[src/sv/assert_macros.svh]
// Assertion macros for the RTL file that carries concurrent checks.
`ifndef ASSERT_MACROS_SVH
`define ASSERT_MACROS_SVH

// Check sampled on clk, switched off while arst_n is low.
`define AST_CLKD(name, prop, msg) \
	name: assert property (@(posedge clk) disable iff (!arst_n) prop) else $error(msg);

// Check sampled on clk that also holds while reset is applied.
`define AST_CLKD_ALWAYS(name, prop, msg) \
	name: assert property (@(posedge clk) prop) else $error(msg);

`endif

[src/sv/x86d_pkg.sv]
// Types, opcode constants and decode functions for the x86 subset decoder.
`default_nettype none
package x86d_pkg;

	typedef enum logic [3:0] {
		K_NONE      = 4'd0,
		K_PUSH_IMM8 = 4'd1,
		K_PUSH_IMM  = 4'd2,
		K_INC       = 4'd3,
		K_DEC       = 4'd4,
		K_PUSH      = 4'd5,
		K_POP       = 4'd6,
		K_MOV_IMM   = 4'd7,
		K_ADD_I8    = 4'd8,
		K_ADC_I8    = 4'd9,
		K_AND_I8    = 4'd10,
		K_ADD_IMM   = 4'd11,
		K_ADD_ACC   = 4'd12,
		K_TEST      = 4'd13,
		K_CALL      = 4'd14,
		K_JMP       = 4'd15
	} kind_t;

	localparam logic [7:0] OP_PFX_OPSZ = 8'h66;
	localparam logic [7:0] OP_PFX_ADSZ = 8'h67;
	localparam logic [7:0] OP_PUSH_I8  = 8'h6a;
	localparam logic [7:0] OP_PUSH_I   = 8'h68;
	localparam logic [7:0] OP_GRP_I8   = 8'h83;
	localparam logic [7:0] OP_GRP_I    = 8'h81;
	localparam logic [7:0] OP_ADD_ACC  = 8'h05;
	localparam logic [7:0] OP_TEST     = 8'h85;
	localparam logic [7:0] OP_CALL     = 8'he8;
	localparam logic [7:0] OP_JMP      = 8'he9;
	// register-in-opcode forms: base with low three bits zero
	localparam logic [7:0] OP_INC      = 8'h40;
	localparam logic [7:0] OP_DEC      = 8'h48;
	localparam logic [7:0] OP_PUSH     = 8'h50;
	localparam logic [7:0] OP_POP      = 8'h58;
	localparam logic [7:0] OP_MOV_I    = 8'hb8;
	// ModRM, register-direct with reg field /0, /2, /4
	localparam logic [7:0] MRM_ADD     = 8'hc0;
	localparam logic [7:0] MRM_ADC     = 8'hd0;
	localparam logic [7:0] MRM_AND     = 8'he0;

	typedef struct packed {
		kind_t       kind;
		logic        o16;
		logic [2:0]  reg_a;
		logic [2:0]  reg_b;
		logic [31:0] imm;
		logic [2:0]  length;
	} res_t;

	typedef struct packed {
		logic       known;
		logic [2:0] count;
	} trail_t;

	function automatic logic is_grp(input logic [7:0] op, input logic [7:0] base);
		return op[7:3] == base[7:3];
	endfunction

	// trailing bytes (ModRM + immediate) after an opcode
	function automatic trail_t trailing(input logic [7:0] op, input logic p);
		trail_t t;
		t.known = 1'b1;
		t.count = 3'd0;
		priority if (is_grp(op, OP_INC) || is_grp(op, OP_DEC) ||
			is_grp(op, OP_PUSH) || is_grp(op, OP_POP))
			t.count = 3'd0;
		else if (op == OP_PUSH_I8 || op == OP_TEST)
			t.count = 3'd1;
		else if (op == OP_GRP_I8)
			t.count = 3'd2;
		else if (op == OP_GRP_I)
			t.count = p ? 3'd3 : 3'd5;
		else if (op == OP_PUSH_I || op == OP_ADD_ACC || op == OP_CALL ||
			op == OP_JMP || is_grp(op, OP_MOV_I))
			t.count = p ? 3'd2 : 3'd4;
		else
			t.known = 1'b0;
		return t;
	endfunction

	function automatic logic has_modrm(input logic [7:0] op);
		return op == OP_GRP_I8 || op == OP_GRP_I || op == OP_TEST;
	endfunction

	// result for a completed instruction
	function automatic res_t finish(input logic [7:0] op, input logic [7:0] m,
		input logic p, input logic [31:0] imm, input logic [2:0] len);
		res_t        r;
		logic [31:0] mask;
		logic [31:0] tgt;
		mask = p ? 32'h0000_ffff : 32'hffff_ffff;
		tgt  = (imm + {29'd0, len}) & mask;
		r = '0;
		r.length = len;
		r.o16 = p;
		priority if (is_grp(op, OP_INC)) begin
			r.kind = K_INC; r.reg_a = op[2:0];
		end else if (is_grp(op, OP_DEC)) begin
			r.kind = K_DEC; r.reg_a = op[2:0];
		end else if (is_grp(op, OP_PUSH)) begin
			r.kind = K_PUSH; r.reg_a = op[2:0];
		end else if (is_grp(op, OP_POP)) begin
			r.kind = K_POP; r.reg_a = op[2:0];
		end else if (op == OP_PUSH_I8) begin
			r.kind = K_PUSH_IMM8; r.imm = {24'd0, imm[7:0]};
		end else if (op == OP_PUSH_I) begin
			r.kind = K_PUSH_IMM; r.imm = imm & mask;
		end else if (is_grp(op, OP_MOV_I)) begin
			r.kind = K_MOV_IMM; r.reg_a = op[2:0]; r.imm = imm & mask;
		end else if (op == OP_ADD_ACC) begin
			r.kind = K_ADD_ACC; r.imm = imm & mask;
		end else if (op == OP_GRP_I8) begin
			r.reg_a = m[2:0];
			r.imm = {24'd0, imm[7:0]};
			priority if (is_grp(m, MRM_ADD)) r.kind = K_ADD_I8;
			else if (is_grp(m, MRM_ADC)) r.kind = K_ADC_I8;
			else if (is_grp(m, MRM_AND)) r.kind = K_AND_I8;
			else r.kind = K_NONE;
		end else if (op == OP_GRP_I) begin
			r.reg_a = m[2:0];
			r.imm = imm & mask;
			r.kind = is_grp(m, MRM_ADD) ? K_ADD_IMM : K_NONE;
		end else if (op == OP_TEST) begin
			r.reg_a = m[2:0];
			r.reg_b = m[5:3];
			r.kind = (m[7:6] == MRM_ADD[7:6]) ? K_TEST : K_NONE;
		end else if (op == OP_CALL) begin
			r.kind = K_CALL; r.imm = tgt;
		end else if (op == OP_JMP) begin
			r.kind = K_JMP; r.imm = tgt;
		end else begin
			r.kind = K_NONE;
		end
		if (r.kind == K_NONE) begin
			r = '0;
			r.length = len;
		end
		return r;
	endfunction

endpackage
`default_nettype wire

[src/sv/x86d_decode.sv]
// Per-byte decode step: item state registers and the result logic for one byte.
`default_nettype none
module x86d_decode (
	input  wire logic            clk,
	input  wire logic            arst_n,
	input  wire logic            fire,
	input  wire logic [7:0]      code_byte,
	input  wire logic            end_of_code,
	output x86d_pkg::res_t       res,
	output logic                 res_valid
);
	import x86d_pkg::*;

	logic        op_pfx_q, adr_pfx_q;
	logic [7:0]  opcode_q, modrm_q;
	logic [2:0]  taken_q, need_q;
	logic [31:0] imm_q;

	logic        op_pfx_d, adr_pfx_d;
	logic [7:0]  opcode_d, modrm_d;
	logic [2:0]  taken_d, need_d;
	logic [31:0] imm_d;

	logic [2:0]  len, pre, tidx, need_w, lane3;
	logic [7:0]  modrm_w;
	logic [31:0] imm_w;
	logic        hm, dup;
	trail_t      tr;

	always_comb begin
		op_pfx_d  = op_pfx_q;
		adr_pfx_d = adr_pfx_q;
		opcode_d  = opcode_q;
		modrm_d   = modrm_q;
		taken_d   = taken_q;
		need_d    = need_q;
		imm_d     = imm_q;
		res       = '0;
		res_valid = 1'b0;
		len       = taken_q + 3'd1;
		tr        = trailing(code_byte, op_pfx_q);
		pre       = {2'b00, op_pfx_q} + {2'b00, adr_pfx_q};
		tidx      = taken_q - pre - 3'd1;
		hm        = has_modrm(opcode_q);
		lane3     = tidx - {2'b00, hm};
		dup       = (code_byte == OP_PFX_OPSZ) ? op_pfx_q : adr_pfx_q;
		modrm_w   = modrm_q;
		imm_w     = imm_q;
		need_w    = need_q - 3'd1;

		if (need_q == 3'd0) begin
			if (code_byte == OP_PFX_OPSZ || code_byte == OP_PFX_ADSZ) begin
				if (dup || end_of_code) begin
					res_valid = 1'b1;
					res.length = len;
				end else begin
					if (code_byte == OP_PFX_OPSZ)
						op_pfx_d = 1'b1;
					else
						adr_pfx_d = 1'b1;
					taken_d = len;
				end
			end else if (!tr.known || (tr.count != 3'd0 && end_of_code)) begin
				res_valid = 1'b1;
				res.length = len;
			end else if (tr.count == 3'd0) begin
				res_valid = 1'b1;
				res = finish(code_byte, 8'h00, op_pfx_q, 32'd0, len);
			end else begin
				opcode_d = code_byte;
				modrm_d  = 8'h00;
				imm_d    = 32'd0;
				need_d   = tr.count;
				taken_d  = len;
			end
		end else begin
			if (hm && tidx == 3'd0)
				modrm_w = code_byte;
			else
				imm_w = imm_q | ({24'd0, code_byte} << {lane3[1:0], 3'b000});
			if (need_w == 3'd0) begin
				res_valid = 1'b1;
				res = finish(opcode_q, modrm_w, op_pfx_q, imm_w, len);
			end else if (end_of_code) begin
				res_valid = 1'b1;
				res.length = len;
			end else begin
				modrm_d = modrm_w;
				imm_d   = imm_w;
				need_d  = need_w;
				taken_d = len;
			end
		end

		// any result closes the item
		if (res_valid) begin
			op_pfx_d  = 1'b0;
			adr_pfx_d = 1'b0;
			opcode_d  = 8'h00;
			modrm_d   = 8'h00;
			taken_d   = 3'd0;
			need_d    = 3'd0;
			imm_d     = 32'd0;
		end
	end

	always_ff @(posedge clk or negedge arst_n) begin
		if (!arst_n) begin
			op_pfx_q  <= 1'b0;
			adr_pfx_q <= 1'b0;
			opcode_q  <= 8'h00;
			modrm_q   <= 8'h00;
			taken_q   <= 3'd0;
			need_q    <= 3'd0;
			imm_q     <= 32'd0;
		end else if (fire) begin
			op_pfx_q  <= op_pfx_d;
			adr_pfx_q <= adr_pfx_d;
			opcode_q  <= opcode_d;
			modrm_q   <= modrm_d;
			taken_q   <= taken_d;
			need_q    <= need_d;
			imm_q     <= imm_d;
		end
	end

endmodule
`default_nettype wire

[src/sv/x86_subset_instruction_decoder.sv]
// Top level of the x86 subset decoder: input register, decode step, result register.
//
//  channel | direction | handshake             | payload
//  --------+-----------+-----------------------+------------------------------------------
//  in      | sink      | in_valid / in_ready   | code_byte, end_of_code
//  out     | source    | out_valid / out_ready | kind, operand_16, reg_a, reg_b,
//          |           |                       | immediate, length
//
// One code byte per clock while the result is not stalled. A byte waits in the input register, is
// decoded against the item state once the result register has room, and any result appears in
// the result register the cycle after; one byte per cycle sustained while the result is not stalled.
// Reset (arst_n low) empties both registers and clears the item state.
// A stalled result blocks only the byte waiting in the input register; in_ready drops
// only when that register is full and the result register cannot be emptied.
`default_nettype none
`include "assert_macros.svh"
module x86_subset_instruction_decoder (
	input  wire logic        clk,
	input  wire logic        arst_n,
	input  wire logic        in_valid,
	output logic             in_ready,
	input  wire logic [7:0]  code_byte,
	input  wire logic        end_of_code,
	output logic             out_valid,
	input  wire logic        out_ready,
	output logic [3:0]       kind,
	output logic             operand_16,
	output logic [2:0]       reg_a,
	output logic [2:0]       reg_b,
	output logic [31:0]      immediate,
	output logic [2:0]       length
);
	import x86d_pkg::*;

	// input register
	logic       valid_s1;
	logic [7:0] byte_s1;
	logic       eoc_s1;

	// result register
	logic       out_valid_q;
	res_t       res_q;

	res_t       res;
	logic       res_valid;
	logic       adv;

	// the held byte is decoded when the result register has room for its result
	assign adv      = valid_s1 && (!out_valid_q || out_ready);
	assign in_ready = !valid_s1 || adv;

	always_ff @(posedge clk or negedge arst_n) begin
		if (!arst_n) begin
			valid_s1 <= 1'b0;
		end else if (in_valid && in_ready) begin
			valid_s1 <= 1'b1;
		end else if (adv) begin
			valid_s1 <= 1'b0;
		end
	end

	always_ff @(posedge clk) begin
		if (in_valid && in_ready) begin
			byte_s1 <= code_byte;
			eoc_s1  <= end_of_code;
		end
	end

	x86d_decode u_decode (
		.clk        (clk),
		.arst_n     (arst_n),
		.fire       (adv),
		.code_byte  (byte_s1),
		.end_of_code(eoc_s1),
		.res        (res),
		.res_valid  (res_valid)
	);

	always_ff @(posedge clk or negedge arst_n) begin
		if (!arst_n) begin
			out_valid_q <= 1'b0;
		end else if (adv && res_valid) begin
			out_valid_q <= 1'b1;
		end else if (out_ready) begin
			out_valid_q <= 1'b0;
		end
	end

	always_ff @(posedge clk) begin
		if (adv && res_valid) begin
			res_q <= res;
		end
	end

	assign out_valid  = out_valid_q;
	assign kind       = res_q.kind;
	assign operand_16 = res_q.o16;
	assign reg_a      = res_q.reg_a;
	assign reg_b      = res_q.reg_b;
	assign immediate  = res_q.imm;
	assign length     = res_q.length;

	// a none result never carries operand fields
	`AST_CLKD(a_none_clean, (out_valid && kind == K_NONE) |-> (!operand_16 && reg_a == 3'd0 && reg_b == 3'd0 && immediate == 32'd0), "none result with non-zero fields")
	// every transfer consumes at least one byte
	`AST_CLKD(a_len_nonzero, out_valid |-> (length != 3'd0), "result with zero length")
	// input is held off only by a stalled result with a byte waiting
	`AST_CLKD(a_ready_cause, !in_ready |-> (valid_s1 && out_valid_q && !out_ready), "in_ready low without a stall")
	// both registers are empty on the edge after reset is seen
	`AST_CLKD_ALWAYS(a_reset_quiet, !arst_n |=> (!out_valid && !valid_s1), "activity during reset")

endmodule
`default_nettype wire
[config.mk]
export PLATFORM = sky130hd
export DESIGN_NAME = x86_subset_instruction_decoder
export DESIGN_NICKNAME = d
export VERILOG_FILES = /design/src/sv/x86d_pkg.sv /design/src/sv/x86d_decode.sv /design/src/sv/x86_subset_instruction_decoder.sv
export VERILOG_INCLUDE_DIRS = /design/src /design/src/sv
export SDC_FILE = /design/constraint.sdc
export NUM_CORES = 1
export LEC_CHECK = 0
export ABC_AREA = 1
export BUFFER_PORTS_ARGS = -buffer_cell sky130_fd_sc_hd__buf_2
export CAP_MARGIN = 0
export CELL_PAD_IN_SITES_DETAIL_PLACEMENT = 0
export CELL_PAD_IN_SITES_GLOBAL_PLACEMENT = 2
export CORE_MARGIN = 2
export CORE_UTILIZATION = 38
export CTS_CLUSTER_DIAMETER = 50
export CTS_CLUSTER_SIZE = 16
export DETAILED_ROUTE_END_ITERATION = 10
export PLACE_DENSITY_LB_ADDON = 0.15
export SYNTH_ARGS = -nofsm -noshare
export SYNTH_HDL_FRONTEND = slang
export SYNTH_SLANG_ARGS = --single-unit
[constraint.sdc]
create_clock -name clk -period 11.28 [get_ports clk]
set_clock_uncertainty 0.1 [all_clocks]
set_input_delay 1.128 -clock clk [delete_from_list [all_inputs] [get_ports clk]]
set_output_delay 1.128 -clock clk [all_outputs]
set_load 0.05 [all_outputs]
# == Yosys cells after proc, flatten, opt, wreduce, memory -nomap -nowiden ==
# Index checks and enable logic that the tools add are counted.
# totals
register_bits,113
input_bits,13
output_inout_bits,48
# op_classes
addsub,7
eq_ne,45
shifts,1
mux,201
bitwise,4
reduce_logical,40
# op_table
operator,n
two-way mux 32 bit,28
two-way mux 35 bit,8
two-way mux 6 bit,33
two-way mux 46 bit,4
two-way mux 4 bit,37
two-way mux 3 bit,47
two-way mux 43 bit,3
two-way mux 8 bit,14
"equality test 8 bit, second input constant",10
bitwise AND 32 bit,2
"equality test 8 x 7 -> 1 bit, second input constant",6
"equality test 5 x 4 -> 1 bit, second input constant",8
adder 32 x 3 -> 32 bit,1
bitwise AND 3 x 32 -> 32 bit,1
OR 32 bit,1
<< shifter 8 x 5 -> 32 bit,1
two-way mux 1 bit,27
"equality test 5 bit, second input constant",5
"equality test 8 x 3 -> 1 bit, second input constant",2
logical OR 1 bit,15
AND reduction 5 bit,3
zero test 3 bit,4
"!= test 4 bit, second input constant",3
AND reduction 6 bit,2
other kinds (15),33

# == Depth between registers and ports, before layout ==
# Gate-level depths: netlist (run 1).
# logic_depth
ltp_word,33
mapped_depth,28
depth_no_buf,26

# == Cells and area by module ==
# A second synthesis (run 1) with hierarchy kept.
# unflattened
cells_unflattened,1061
hier_area_um2,7642.3
# by_module_without_submodules
mod,n_inst,cells_per_inst,area_per_inst_um2,seq_area_each_um2
x86d_decode,1,991,5884.4,1401.3
x86_subset_instruction_decoder,1,70,1757.9,1701.6

# == Worst setup path before layout (run 1) ==
# Ideal clock, no wire load.
# synth_path
path_kind,register -> register
startpoint,reg u_decode.adr_pfx_q
endpoint,reg res_q (netlist bit immediate[27]) (data pin)
setup_time_ns,0.254
arrival_time_ns,3.930
setup_slack_ns,6.997
stages_incl_launch_ff,28
path_buffers,2
period_less_slack_ns,4.283
path_cell_list,dfrtp_1 ha_1 inv_1 ha_1 fa_1 nor3_2 nand2_4 buf_12 buf_8 inv_1 nor2_1 inv_1 o21ai_0 ha_1 nand3_1 and2_0 inv_1 nand2_1 nor2_1 nand2_1 nor2_2 nand3_2 nor2_2 nand3b_1 nand2_1 nand2_1 a21oi_1 nor2_1
# synth_between
elab_chain_cells,26
# synth_rtl
item,line_no,rtl
from (decl),x86d_decode.sv:14,"logic op_pfx_q, adr_pfx_q;"
from (signal assigned),x86d_decode.sv:118,adr_pfx_q <= adr_pfx_d;
adder 1 x 1 -> 2 bit *,x86d_decode.sv:42,"pre = {2'b00, op_pfx_q} + {2'b00, adr_pfx_q};"
subtractor 3 bit *,x86d_decode.sv:43,tidx = taken_q - pre - 3'd1;
subtractor 3 x 1 -> 3 bit *,x86d_decode.sv:43,
subtractor 2 x 1 -> 2 bit or zero test 3 bit (tied branches),"x86d_decode.sv:45, x86d_decode.sv:77",
<< shifter 8 x 5 -> 32 bit or logical AND 1 bit (tied branches),"x86d_decode.sv:80, x86d_decode.sv:77",
OR 32 bit or two-way mux 8 bit (tied branches),"x86d_decode.sv:80, x86d_decode.sv:77",
two-way mux 32 bit or two-way mux 8 bit (tied branches),"x86d_decode.sv:77, x86d_decode.sv:51",
two-way mux 32 bit (tied with other cells),x86d_decode.sv:51,if (need_q == 3'd0) begin
(+10 left out),n/a,
two-way mux 32 bit or two-way mux 4 bit (tied branches),"x86d_pkg.sv:108, x86d_pkg.sv:102",
two-way mux 35 bit or two-way mux 4 bit (tied branches),"x86d_pkg.sv:106, x86d_pkg.sv:100",
two-way mux 35 bit or two-way mux 4 bit (tied branches),"x86d_pkg.sv:104, x86d_decode.sv:81",
two-way mux 35 bit or two-way mux 4 bit (tied branches),"x86d_pkg.sv:102, x86d_decode.sv:51",
two-way mux 35 bit or zero test 4 bit (tied branches),"x86d_pkg.sv:100, x86d_pkg.sv:138",
two-way mux 46 bit *,x86d_pkg.sv:138,if (r.kind == K_NONE) begin
two-way mux 43 bit *,x86d_decode.sv:81,if (need_w == 3'd0) begin
two-way mux 46 bit *,x86d_decode.sv:51,
to (signal assigned),x86_subset_instruction_decoder.sv:91,res_q <= res;
to (decl),x86_subset_instruction_decoder.sv:42,res_t res_q;
# Every way passes the cells marked *; elsewhere a longest branch is shown, timed or not. The select of a mux whose other input is x is not followed.
# A chain may end at the register's enable or synchronous reset.

# == Worst setup path in the final report (run 1) ==
# layout_path
startpoint,reg u_decode.op_pfx_q
endpoint,reg res_q (netlist bit immediate[25]) (data pin)
# layout_between
elab_chain_cells,26
# layout_rtl
item,line_no,rtl
from (decl),x86d_decode.sv:14,
from (signal assigned),x86d_decode.sv:117,op_pfx_q <= op_pfx_d;
adder 1 x 1 -> 2 bit,x86d_decode.sv:42,
subtractor 3 bit,x86d_decode.sv:43,
subtractor 3 x 1 -> 3 bit,x86d_decode.sv:43,
subtractor 2 x 1 -> 2 bit or zero test 3 bit (tied branches),"x86d_decode.sv:45, x86d_decode.sv:77",
<< shifter 8 x 5 -> 32 bit or logical AND 1 bit (tied branches),"x86d_decode.sv:80, x86d_decode.sv:77",
OR 32 bit or two-way mux 8 bit (tied branches),"x86d_decode.sv:80, x86d_decode.sv:77",
two-way mux 32 bit or two-way mux 8 bit (tied branches),"x86d_decode.sv:77, x86d_decode.sv:51",
two-way mux 32 bit (tied with other cells),x86d_decode.sv:51,
(+10 left out),n/a,
two-way mux 32 bit or two-way mux 4 bit (tied branches),"x86d_pkg.sv:108, x86d_pkg.sv:102",
two-way mux 35 bit or two-way mux 4 bit (tied branches),"x86d_pkg.sv:106, x86d_pkg.sv:100",
two-way mux 35 bit or two-way mux 4 bit (tied branches),"x86d_pkg.sv:104, x86d_decode.sv:81",
two-way mux 35 bit or two-way mux 4 bit (tied branches),"x86d_pkg.sv:102, x86d_decode.sv:51",
two-way mux 35 bit or zero test 4 bit (tied branches),"x86d_pkg.sv:100, x86d_pkg.sv:138",
two-way mux 46 bit,x86d_pkg.sv:138,
two-way mux 43 bit,x86d_decode.sv:81,
two-way mux 46 bit *,x86d_decode.sv:51,
# Marks and branches as above.

==> results of run 1 <==
[worst paths after layout]
kind	startpoint	endpoint	slack, ps	cells after the start
setup / recovery	u_decode.op_pfx_q$_DFFE_PN0P_	immediate[25]$_SDFFCE_PP0P_	5720	25
max in group asynchronous	arst_n	u_decode.imm_q[28]$_DFFE_PN0P_	9690	2
hold / removal	u_decode.modrm_q[1]$_DFFE_PN0P_	u_decode.modrm_q[1]$_DFFE_PN0P_	410	2
setup reg to reg	u_decode.op_pfx_q$_DFFE_PN0P_	immediate[25]$_SDFFCE_PP0P_	5720	25
hold reg to reg	u_decode.modrm_q[1]$_DFFE_PN0P_	u_decode.modrm_q[1]$_DFFE_PN0P_	410	2
min in group asynchronous	arst_n	u_decode.opcode_q[2]$_DFFE_PN0P_	810	2
[through the flow]
step           area, sq um  hold slack (ps)
3_3_place_gp          8165            392.1
2_1_floorplan         7665            375.0
4_1_cts               8770            409.9
3_5_place_dp          8165            397.6
5_1_grt               8770            446.9
6_report              8770            409.7
[registers in the layout, indices dropped and copies added (netlist names), 3 cells and up]
signal,count
reg_a,3
u_decode.modrm_q,8
length,3
kind,4
immediate,32
reg_b,3
u_decode.need_q,3
byte_s1,8
u_decode.opcode_q,8
u_decode.taken_q,3
u_decode.imm_q,32
[power by group through the flow]
stage	Combinational, mW	Clock, mW	Sequential (mW)
floorplan	0.163	0	0.532
global route	0.331	0.589	0.479
global placement	0.303	0	0.483
detailed placement	0.302	0	0.484
finish	0.303	0.564	0.476
CTS	0.304	0.573	0.476
[worst reg2reg max path: stages, from the launching register on]
cell and delay, ps:
dfrtp_1 860, ha_1 370, inv_1 60, ha_1 160
fa_1 460, nor3_2 430, nand2_4 390, inv_1 210
nor2_1 80, inv_1 80, o21ai_0 220, ha_1 370
nand3_1 60, and2_0 200, inv_1 90, nand2_1 50
nor2_1 120, nand2_1 150, nor2_2 170, nand3_2 120
nor2_1 150, nand4_1 120, nand2_1 90, nand2_1 50
nor2_1 90, nor2_1 50
[per-layer routing]
| layer | vias up | share of wire |
|---|---|---|
| met2 | 182 | 0.43 |
| met5 | - | 0 |
| met4 | 0 | 0.012 |
| met1 | 3432 | 0.51 |
| met3 | 22 | 0.045 |
| li1 | 3559 | - |
[kinds of logic (layout without fill, tap and decap cells)]
kind of cell | Yosys count | count (layout)
xor+xnor | 6 | 6
simple gates | 617 | 617
buf+inv | 175 | 241
flops | 113 | 113
fa+ha+maj | 12 | 12
compound gates | 135 | 135
[synthesized netlist by cell type, drive strengths merged]
master   instances  share of area
ha              10          0.016
inv            140          0.069
dfrtp           58           0.19
a22oi            3         0.0029
xor2             2         0.0023
nand3          113          0.078
buf             16          0.018
o41ai            1         0.0011
o31ai            1        0.00098
o22ai            8         0.0065
o21a             1        0.00098
a31oi            4         0.0033
o2111ai          3         0.0034
xnor2            4         0.0046
o21ai           83          0.055
edfxtp          55           0.22
nor4             5         0.0041
nand3b           2         0.0020
clkinv           2        0.00098
nor3            37          0.027
a21oi           29          0.019
fa               2         0.0052
nand4           15          0.012
clkbuf          17         0.0083
or2              2         0.0016
and3             2         0.0016
o211ai           1        0.00098
a21boi           1        0.00098
nor2           174          0.093
nand2          264           0.15
and2             3         0.0024
[final cells by class]
cell class | instances | area share
multi-input combinational | 770 | 0.4384
inverter | 142 | 0.06078
clock inverter | 6 | 0.01198
clock buffer | 26 | 0.05693
sequential | 113 | 0.3538
tap | 265 | 0.03781
timing repair buffer | 67 | 0.04023
==> results.yml, run 1 <==
power_and_ir_drop:
  ir_worst_vdd_uv: 105.0
  combPwrFrac: 0.226
  p_sw_uw: 453.3
  p_sw_frac: 0.3376
  p_int_uw: 889.2
  seq_power_share: 0.354
  p_leak_nw: 3.796
  powerDensity_mw_per_mm2: 153.1
  power.total_mw: 1.343
  p_clk_frac: 0.420
yosys:
  synth_xor_area_frac: 0.006856
  synth_compound_area_frac: 0.09533
  syn_inst: 1058
  synthAdderAreaFrac: 0.02155
  synth_cell_type_count: 46
  synth_top_family_by_area: "simple AND/OR/NAND/NOR gates"
  synth_warnings: 0
  synth_area_sq_mm: 0.007665
  syn_nets: 1083
  muxShareOfSynthArea: 0
  synthSimpleGateAreaFrac: 0.3759
  synth_seq_cells: 113
  syn_area_per_cell_sq_um: 7.245
  ys_seq_area_frac: 0.4048
sta:
  setup_viol: 0
  slew-limit-headroom: 0.2398
  fin_ws_ps: 5722
  timing_hold_violations_final: 0
  min_period_ps: 5558
  maxSlewViolCount: 0
  worstMarginPinSlew_ps: 1136
  max_freq_mhz: 179.9
  rsz0062_at_grt: "false"
  final.setup.tns_ps: 0
  finalCritPeriodShare: 0.4927
clock_tree:
  clock_path_buffers: 2
  cts_hold_buf: 0
  cts_resized: 0
  clk_pin_slew_ps: 60
  cts.htree.levels: 4
  cts-root-buf: "clkbuf_16"
  postCtsSetupBuffers: 0
  clkLatencyLatePin_ps: 420
  cts_buffers: 17
  cts_tree: "yes"
  cts_num_sinks: 113
setup_path:
  critPathTopFamily: "simple AND/OR/NAND/NOR gates"
  required_ps: 11350
  critPathLaunchType: "register"
  crit_path_end_kind: "register"
  cp_max_fo: 41
  slowest_stage: "dfrtp_1"
  max_stage_delay_ps: 860
  worstSetupPathType: "register to register"
  path_common_cell: "nor2_1"
  cp.buffers_inverters: 4
  cp.arrival_ps: 5630
finish:
  multiInputGateArea_sq_mm: 0.003845
  final_common_cell: "nand2_1"
  nFillCells: 2128
  seq_area_sq_mm: 0.003103
  fin_nets: 1136
  layout_common_cells: "nand2_1 (216), nor2_1 (153), inv_1 (135)"
  drive_gt1_frac: 0.1575
  final_cells: 1389
  n_antenna_cell: 0
  area_growth_pct: 14.41
  fin_util: 0.4462
grt:
  gr-usage-met3: 0.04125
  gr-usage-met2: 0.3528
  grt_pass1_vias: 6796
  grtUsageMet1: 0.3706
  grt.busiest_layer: "met1"
  grt_overflow: 0
  grt_pass1_wl_mm: 39.86
  antenna_found_initial: 0
  grt_max_degree: 78
  grt.total_usage: 0.2406
floorplanning:
  io_pins: 61
  start_util: 0.3900
  die-area_sq_mm: 0.02132
  std_cell_rows: 51
  coreArea_sq_mm: 0.01965
  die_x_um: 146.0
  die_h_um: 146.0
place:
  dpl.hpwl_mm: 18.04
  dp_cells: 1357
  gp_congestion: 0.8868
  pre_cts_ws_ps: 5741
  port_buffers: 60
detailed_routing:
  wl_per_cell_um: 18.11
  antenna_left: 0
  dr.first_iter.drc_count: 453
  vias: 7195
  wl_mm: 25.15
  firstDrtPassIters: 5
  drcViolationCount: 0
  viasPerCell: 5.180
status:
  outcome: "completed"
run:
  cap_violations: 0
worst_hold_path:
  min_path_type: "register to register"
(Power assumes the default switching activity.)
==> run 2: changes to the inputs <==
- CORE_UTILIZATION: 38 -> 35
- clock period: 11.28 -> 5.8 ns (I/O delays scaled with it)
==> run 2 against run 1 <==
Die area is 8.3% higher. Highest routed layer unchanged. Critical path depth stayed put. Routed wire length is 0.76% higher. Final area is 0.76% higher. Critical endpoint is now immediate[27]$_SDFFCE_PP0P_. Largest cell class unchanged. Final cell count is 1.5% higher. Count of clock-buffer cells in the layout is 4 lower.
==> results.yml, run 2 (synthesis gave the netlist of run 1 again) <==
power_and_ir_drop:
  p_sw_uw: 905.6
  p_int_mw: 1.719
  powerDensity_mw_per_mm2: 297.1
  p_leak_nw: 3.825
  p_clk_frac: 0.422
  combPwrFrac: 0.231
  p_sw_frac: 0.3450
  seq_power_share: 0.348
  ir_worst_vdd_uv: 194.9
setup_path:
  path_common_cell: "nand2_1"
  max_stage_delay_ps: 560
  cp_max_fo: 16
  slowest_stage: "fa_1"
  cp.arrival_ps: 4810
  critPathLaunchType: "register"
  crit_path_end_kind: "register"
  worstSetupPathType: "register to register"
  required_ps: 5870
finish:
  drive_gt1_frac: 0.1646
  final_common_cell: "nand2_1"
  final_area_sq_mm: 0.008836
  layout_common_cells: "nand2_1 (216), nor2_1 (153), inv_1 (135)"
  n_antenna_cell: 0
  area_growth_pct: 15.28
  fin_nets: 1142
clock_tree:
  postCtsSetupBuffers: 0
  clkLatencyLatePin_ps: 430
  cts.htree.levels: 4
  cts_hold_buf: 0
  cts_buffers: 17
  cts-root-buf: "clkbuf_16"
  clk_pin_slew_ps: 60
  cts_resized: 0
  clock_path_buffers: 2
  cts_tree: "yes"
  cts_num_sinks: 113
floorplanning:
  io_pins: 61
  std_cell_rows: 54
  die_x_um: 152.0
  die_h_um: 152.0
  die-area_sq_mm: 0.02310
  coreArea_sq_mm: 0.02169
  start_util: 0.3534
sta:
  min_period_ps: 4747
  finalCritPeriodShare: 0.8184
  setup_viol: 0
  final.setup.tns_ps: 0
  maxSlewViolCount: 0
  timing_hold_violations_final: 0
  worstMarginPinSlew_ps: 1021
  fin_ws_ps: 1053
  slew-limit-headroom: 0.3140
  rsz0062_at_grt: "false"
  max_freq_mhz: 210.7
grt:
  grt_pass1_vias: 6771
  grt_max_degree: 59
  grt_pass1_wl_mm: 40.41
  antenna_found_initial: 0
  grt_overflow: 0
  grt.total_usage: 0.2261
detailed_routing:
  drcViolationCount: 0
  vias: 7118
  firstDrtPassIters: 5
  antenna_left: 0
  viasPerCell: 5.048
  wl_per_cell_um: 17.98
  dr.first_iter.drc_count: 587
  wl_mm: 25.35
run:
  cap_violations: 0
place:
  gp_congestion: 0.8286
  dpl.hpwl_mm: 18.43
  port_buffers: 60
  placed_area_sq_mm: 0.008229
  pre_cts_ws_ps: 1093
worst_hold_path:
  min_path_type: "primary input to asynchronous set/reset pin"
status:
  outcome: "completed"
[run 2: final timing paths]
kind	start	to	slack [ps]	depth (start not counted)
setup reg to reg	u_decode.adr_pfx_q$_DFFE_PN0P_	immediate[27]$_SDFFCE_PP0P_	1050	25
hold reg to reg	u_decode.modrm_q[7]$_DFFE_PN0P_	u_decode.modrm_q[7]$_DFFE_PN0P_	410	2
max in group asynchronous	arst_n	u_decode.imm_q[11]$_DFFE_PN0P_	4790	2
hold / removal	arst_n	out_valid$_DFFE_PN0P_	210	2
min in group clk	code_byte[0]	byte_s1[0]$_DFFE_PP_	220	1
setup / recovery	u_decode.adr_pfx_q$_DFFE_PN0P_	immediate[27]$_SDFFCE_PP0P_	1050	25
[run 2: worst max-delay path: cells and delay by family, from the launching register on]
kind | cells | cell delay, ps
adder cells (fa/ha/maj) | 4 | 1260
XOR/XNOR | 1 | 140
AND/OR/NAND/NOR | 13 | 1510
buffers and inverters | 5 | 560
AO/OA/AOI/OAI | 2 | 540
flip-flops | 1 | 380
[run 2: power groups by stage]
| stage | registers (mW) | logic [mW] | clock network (mW) |
|---|---|---|---|
| 2_1_floorplan | 1.04 | 0.318 | 0 |
| 3_3_place_gp | 0.928 | 0.610 | 0 |
| 3_5_place_dp | 0.928 | 0.606 | 0 |
| 4_1_cts | 0.913 | 0.609 | 1.12 |
| 5_1_grt | 0.917 | 0.663 | 1.16 |
| 6_report | 0.913 | 0.605 | 1.11 |
[run 2: through the flow]
step	util	hold slack, ps	cells	power [mW]
after CTS	0.4074	204.2	1410	2.645
final	0.4074	207.3	1410	2.625
after detailed placement	0.3794	396.9	1378	1.534
after global placement	0.3794	388.1	1378	1.538
after floorplan	-	184.4	1058	1.353
after global routing	0.4074	203.1	1410	2.740
[run 2: area by class of cell]
type	count	area (sq um)
clock buffer	22	474.2
clock inverter	10	132.6
fill	2375	12850
inverter	142	533.0
multi-input combinational	770	3845
sequential	113	3103
tap	280	350.3
timing repair buffer	73	397.9
[run 2: routing by layer]
layer  up-vias  part of all wire  track usage
li1       3581                 -            -
met1      3345              0.51       0.3449
met2       158              0.42       0.3256
met3        34             0.041      0.03736
met4         0             0.021      0.07165
met5         -                 0            0
==> run 3: changes to the inputs <==
- ABC_AREA: 1 -> 0
- CORE_UTILIZATION: 35 -> 34
- clock period: 5.8 -> 3.8 ns (I/O delays scaled with it)
==> run 3 against run 2 <==
The flow now finishes with violations (setup timing). First-iteration DRC count shrank 13%. Maximum frequency grew 8.9%. Die area shrank 7.1%. Final area grew 8.1%. Final cell count shrank 13%. Count of clock-buffer cells in the layout shrank 1. Largest cell class unchanged. Largest power group unchanged.
==> results.yml, run 3 <==
status:
  outcome: "finished with violations"
  violations: "setup timing"
yosys:
  synth_cell_type_count: 70
  synth.largest_area_cell: "edfxtp_1"
  syn_nets: 786
  synth_seq_cells: 113
  syn_inst: 761
  synth_warnings: 0
  synth_area_sq_mm: 0.006902
  async_reset_ff_frac: 0.5133
  synth_top_area_share: 0.2393
  synth-edff-count: 55
  synthFlopType: "dfrtp_1"
  syn_area_per_cell_sq_um: 9.069
  ys_seq_area_frac: 0.4496
  synth_common_cells: "a21oi_1 (78), nor2_1 (78), nand2_1 (73)"
  ys_top_cells_by_area: "edfxtp_1 (24%), dfrtp_1 (21%), a21oi_1 (5.7%), nor2_1 (4.2%), nand2_1 (4.0%)"
worst_hold_path:
  min_from: "code_byte[0]"
  min_path_type: "primary input to register"
  hold_end: "byte_s1[0]$_DFFE_PP_"
  hold_depth: 1
sta:
  slew-limit-headroom: 0.3699
  worstMarginPinSlew_ps: 945.2
  min_period_ps: 4361
  setup_viol: 35
  fin_ws_ps: -560.6
  finalCritPeriodShare: 1.148
  timing_hold_violations_final: 0
  maxSlewViolCount: 0
  max_freq_mhz: 229.3
  rsz0062_at_grt: "true"
floorplanning:
  std_cell_rows: 52
  coreArea_sq_mm: 0.02010
  die_x_um: 146.5
  die_h_um: 146.5
  die-area_sq_mm: 0.02145
  start_util: 0.3433
  io_pins: 61
finish:
  fin_nets: 970
  fin_util: 0.4749
  final_common_cell: "buf_4"
  nFillCells: 1922
  final_area_sq_mm: 0.009548
  layout_common_cells: "buf_4 (137), nor2_1 (74), a21oi_1 (72)"
  drive_gt1_frac: 0.3225
  area_growth_pct: 38.34
  n_antenna_cell: 0
setup_path:
  slowest_stage: "or4b_4"
  crit_start: "u_decode.adr_pfx_q$_DFFE_PN0P_"
  critPathLaunchType: "register"
  cp.arrival_ps: 4430
  crit_path_cell_trace: "ha_1, inv_1, ha_2, fa_2, buf_4, xnor2_4, o2111ai_1, a222oi_1, nand4_1, or4b_4, or4_1, a32oi_1, nor2_1"
  cp.buffers_inverters: 2
  r2r-end: "immediate[29]$_SDFFCE_PP0P_"
  critPathTopFamily: "simple AND/OR/NAND/NOR gates"
  worstSetupPathType: "register to register"
  cp_max_fo: 7
  r2r-start: "u_decode.adr_pfx_q$_DFFE_PN0P_"
  regToRegSetupSlack_ps: -560
  max_stage_delay_ps: 630
  r2r_cells: 13
  crit_path_end_kind: "register"
  required_ps: 3870
grt:
  antenna_found_initial: 0
  grt_pass1_vias: 6810
  grt_overflow: 0
  grt_max_degree: 39
  grt_pass1_wl_mm: 38.45
  grt.total_usage: 0.2327
clock_tree:
  clkLatencyLatePin_ps: 420
  clk_pin_slew_ps: 60
  cts_tree: "yes"
  cts_buffers: 17
  cts.htree.levels: 4
  cts_num_sinks: 113
  cts-root-buf: "clkbuf_16"
  clock_path_buffers: 2
place:
  gp_congestion: 0.8919
  placed_area_sq_mm: 0.008376
  port_buffers: 60
  dpl.hpwl_mm: 17.42
detailed_routing:
  wl_mm: 24.81
  dr.first_iter.drc_count: 512
  viasPerCell: 5.609
  firstDrtPassIters: 6
  antenna_left: 0
  drcViolationCount: 0
  vias: 6888
  wl_per_cell_um: 20.21
power_and_ir_drop:
  p_sw_mw: 1.102
  combPwrFrac: 0.174
  p_leak_nw: 4.032
  p_int_mw: 2.507
  seq_power_share: 0.388
  p_sw_frac: 0.3054
  powerDensity_mw_per_mm2: 378.0
  ir_worst_vdd_uv: 267.1
  p_clk_frac: 0.437
run:
  cap_violations: 0
run 3: per-layer routing:
layer | global-route usage | part of all wire
met1 | 0.3082 | 0.44
met4 | 0.09272 | 0.031
met3 | 0.04313 | 0.054
met5 | 0 | 0
met2 | 0.3778 | 0.47
run 3: worst max-delay path by stage:
stage | cells past startpoint | endpoint
after global routing | 13 | immediate[29]$_SDFFCE_PP0P_
final | 13 | immediate[29]$_SDFFCE_PP0P_
after detailed placement | 18 | immediate[11]$_SDFFCE_PP0P_
after floorplan | 13 | immediate[29]$_SDFFCE_PP0P_
after CTS | 13 | immediate[29]$_SDFFCE_PP0P_
after global placement | 13 | immediate[29]$_SDFFCE_PP0P_
run 3: kinds of logic (layout without fill, tap and decap cells):
kind of cell    after synthesis  after routing  share of synthesized area
simple gates                285            285                     0.2112
compound gates              243            243                     0.2322
flops                       113            113                     0.4496
buf+inv                      85            282                    0.04967
xor+xnor                     14             14                    0.01994
fa+ha+maj                    12             12                    0.02393
mux                           9              9                    0.01342
run 3: final cells by class:
cell class | count | area (sq um) | area share
repair buffers | 215 | 1588 | 0.1663
inverters | 35 | 131.4 | 0.01376
flip-flops and latches | 113 | 3103 | 0.3250
multi-input cells | 563 | 3824 | 0.4005
well taps | 270 | 337.8 | 0.03538
clock inverters | 11 | 113.9 | 0.01193
clock buffers | 21 | 450.4 | 0.04718
run 3: per-stage QoR:
step	setup slack, ps	std cells	power, mW	TNS, ps	hold slack (ps)
finish	-560.6	1228	3.609	-10490	33.71
CTS	-511.8	1220	3.632	-10300	19.90
floorplan	-437.7	761	1.796	-4096	-15.59
detailed placement	-637.3	1167	2.038	-16150	376.8
global placement	-553.1	1167	2.034	-12340	368.6
global route	-736.4	1228	3.727	-17600	22.34
run 3: what timing repair did:
action	CTS	global route
gates cloned	0	1
hold buffers	1	0
hold endpoints to repair	28	0
setup buffers	20	7
pin swaps	22	28
resized for setup	45	36
endpoints found under the setup margin	39	39
run 3: power by group through the flow:
| stage | logic [mW] | registers, mW | clock network (mW) |
|---|---|---|---|
| after CTS | 0.626 | 1.40 | 1.60 |
| after global placement | 0.610 | 1.42 | 0 |
| after floorplan | 0.206 | 1.59 | 0 |
| after detailed placement | 0.613 | 1.42 | 0 |
| after global routing | 0.666 | 1.41 | 1.65 |
| final | 0.629 | 1.40 | 1.58 |
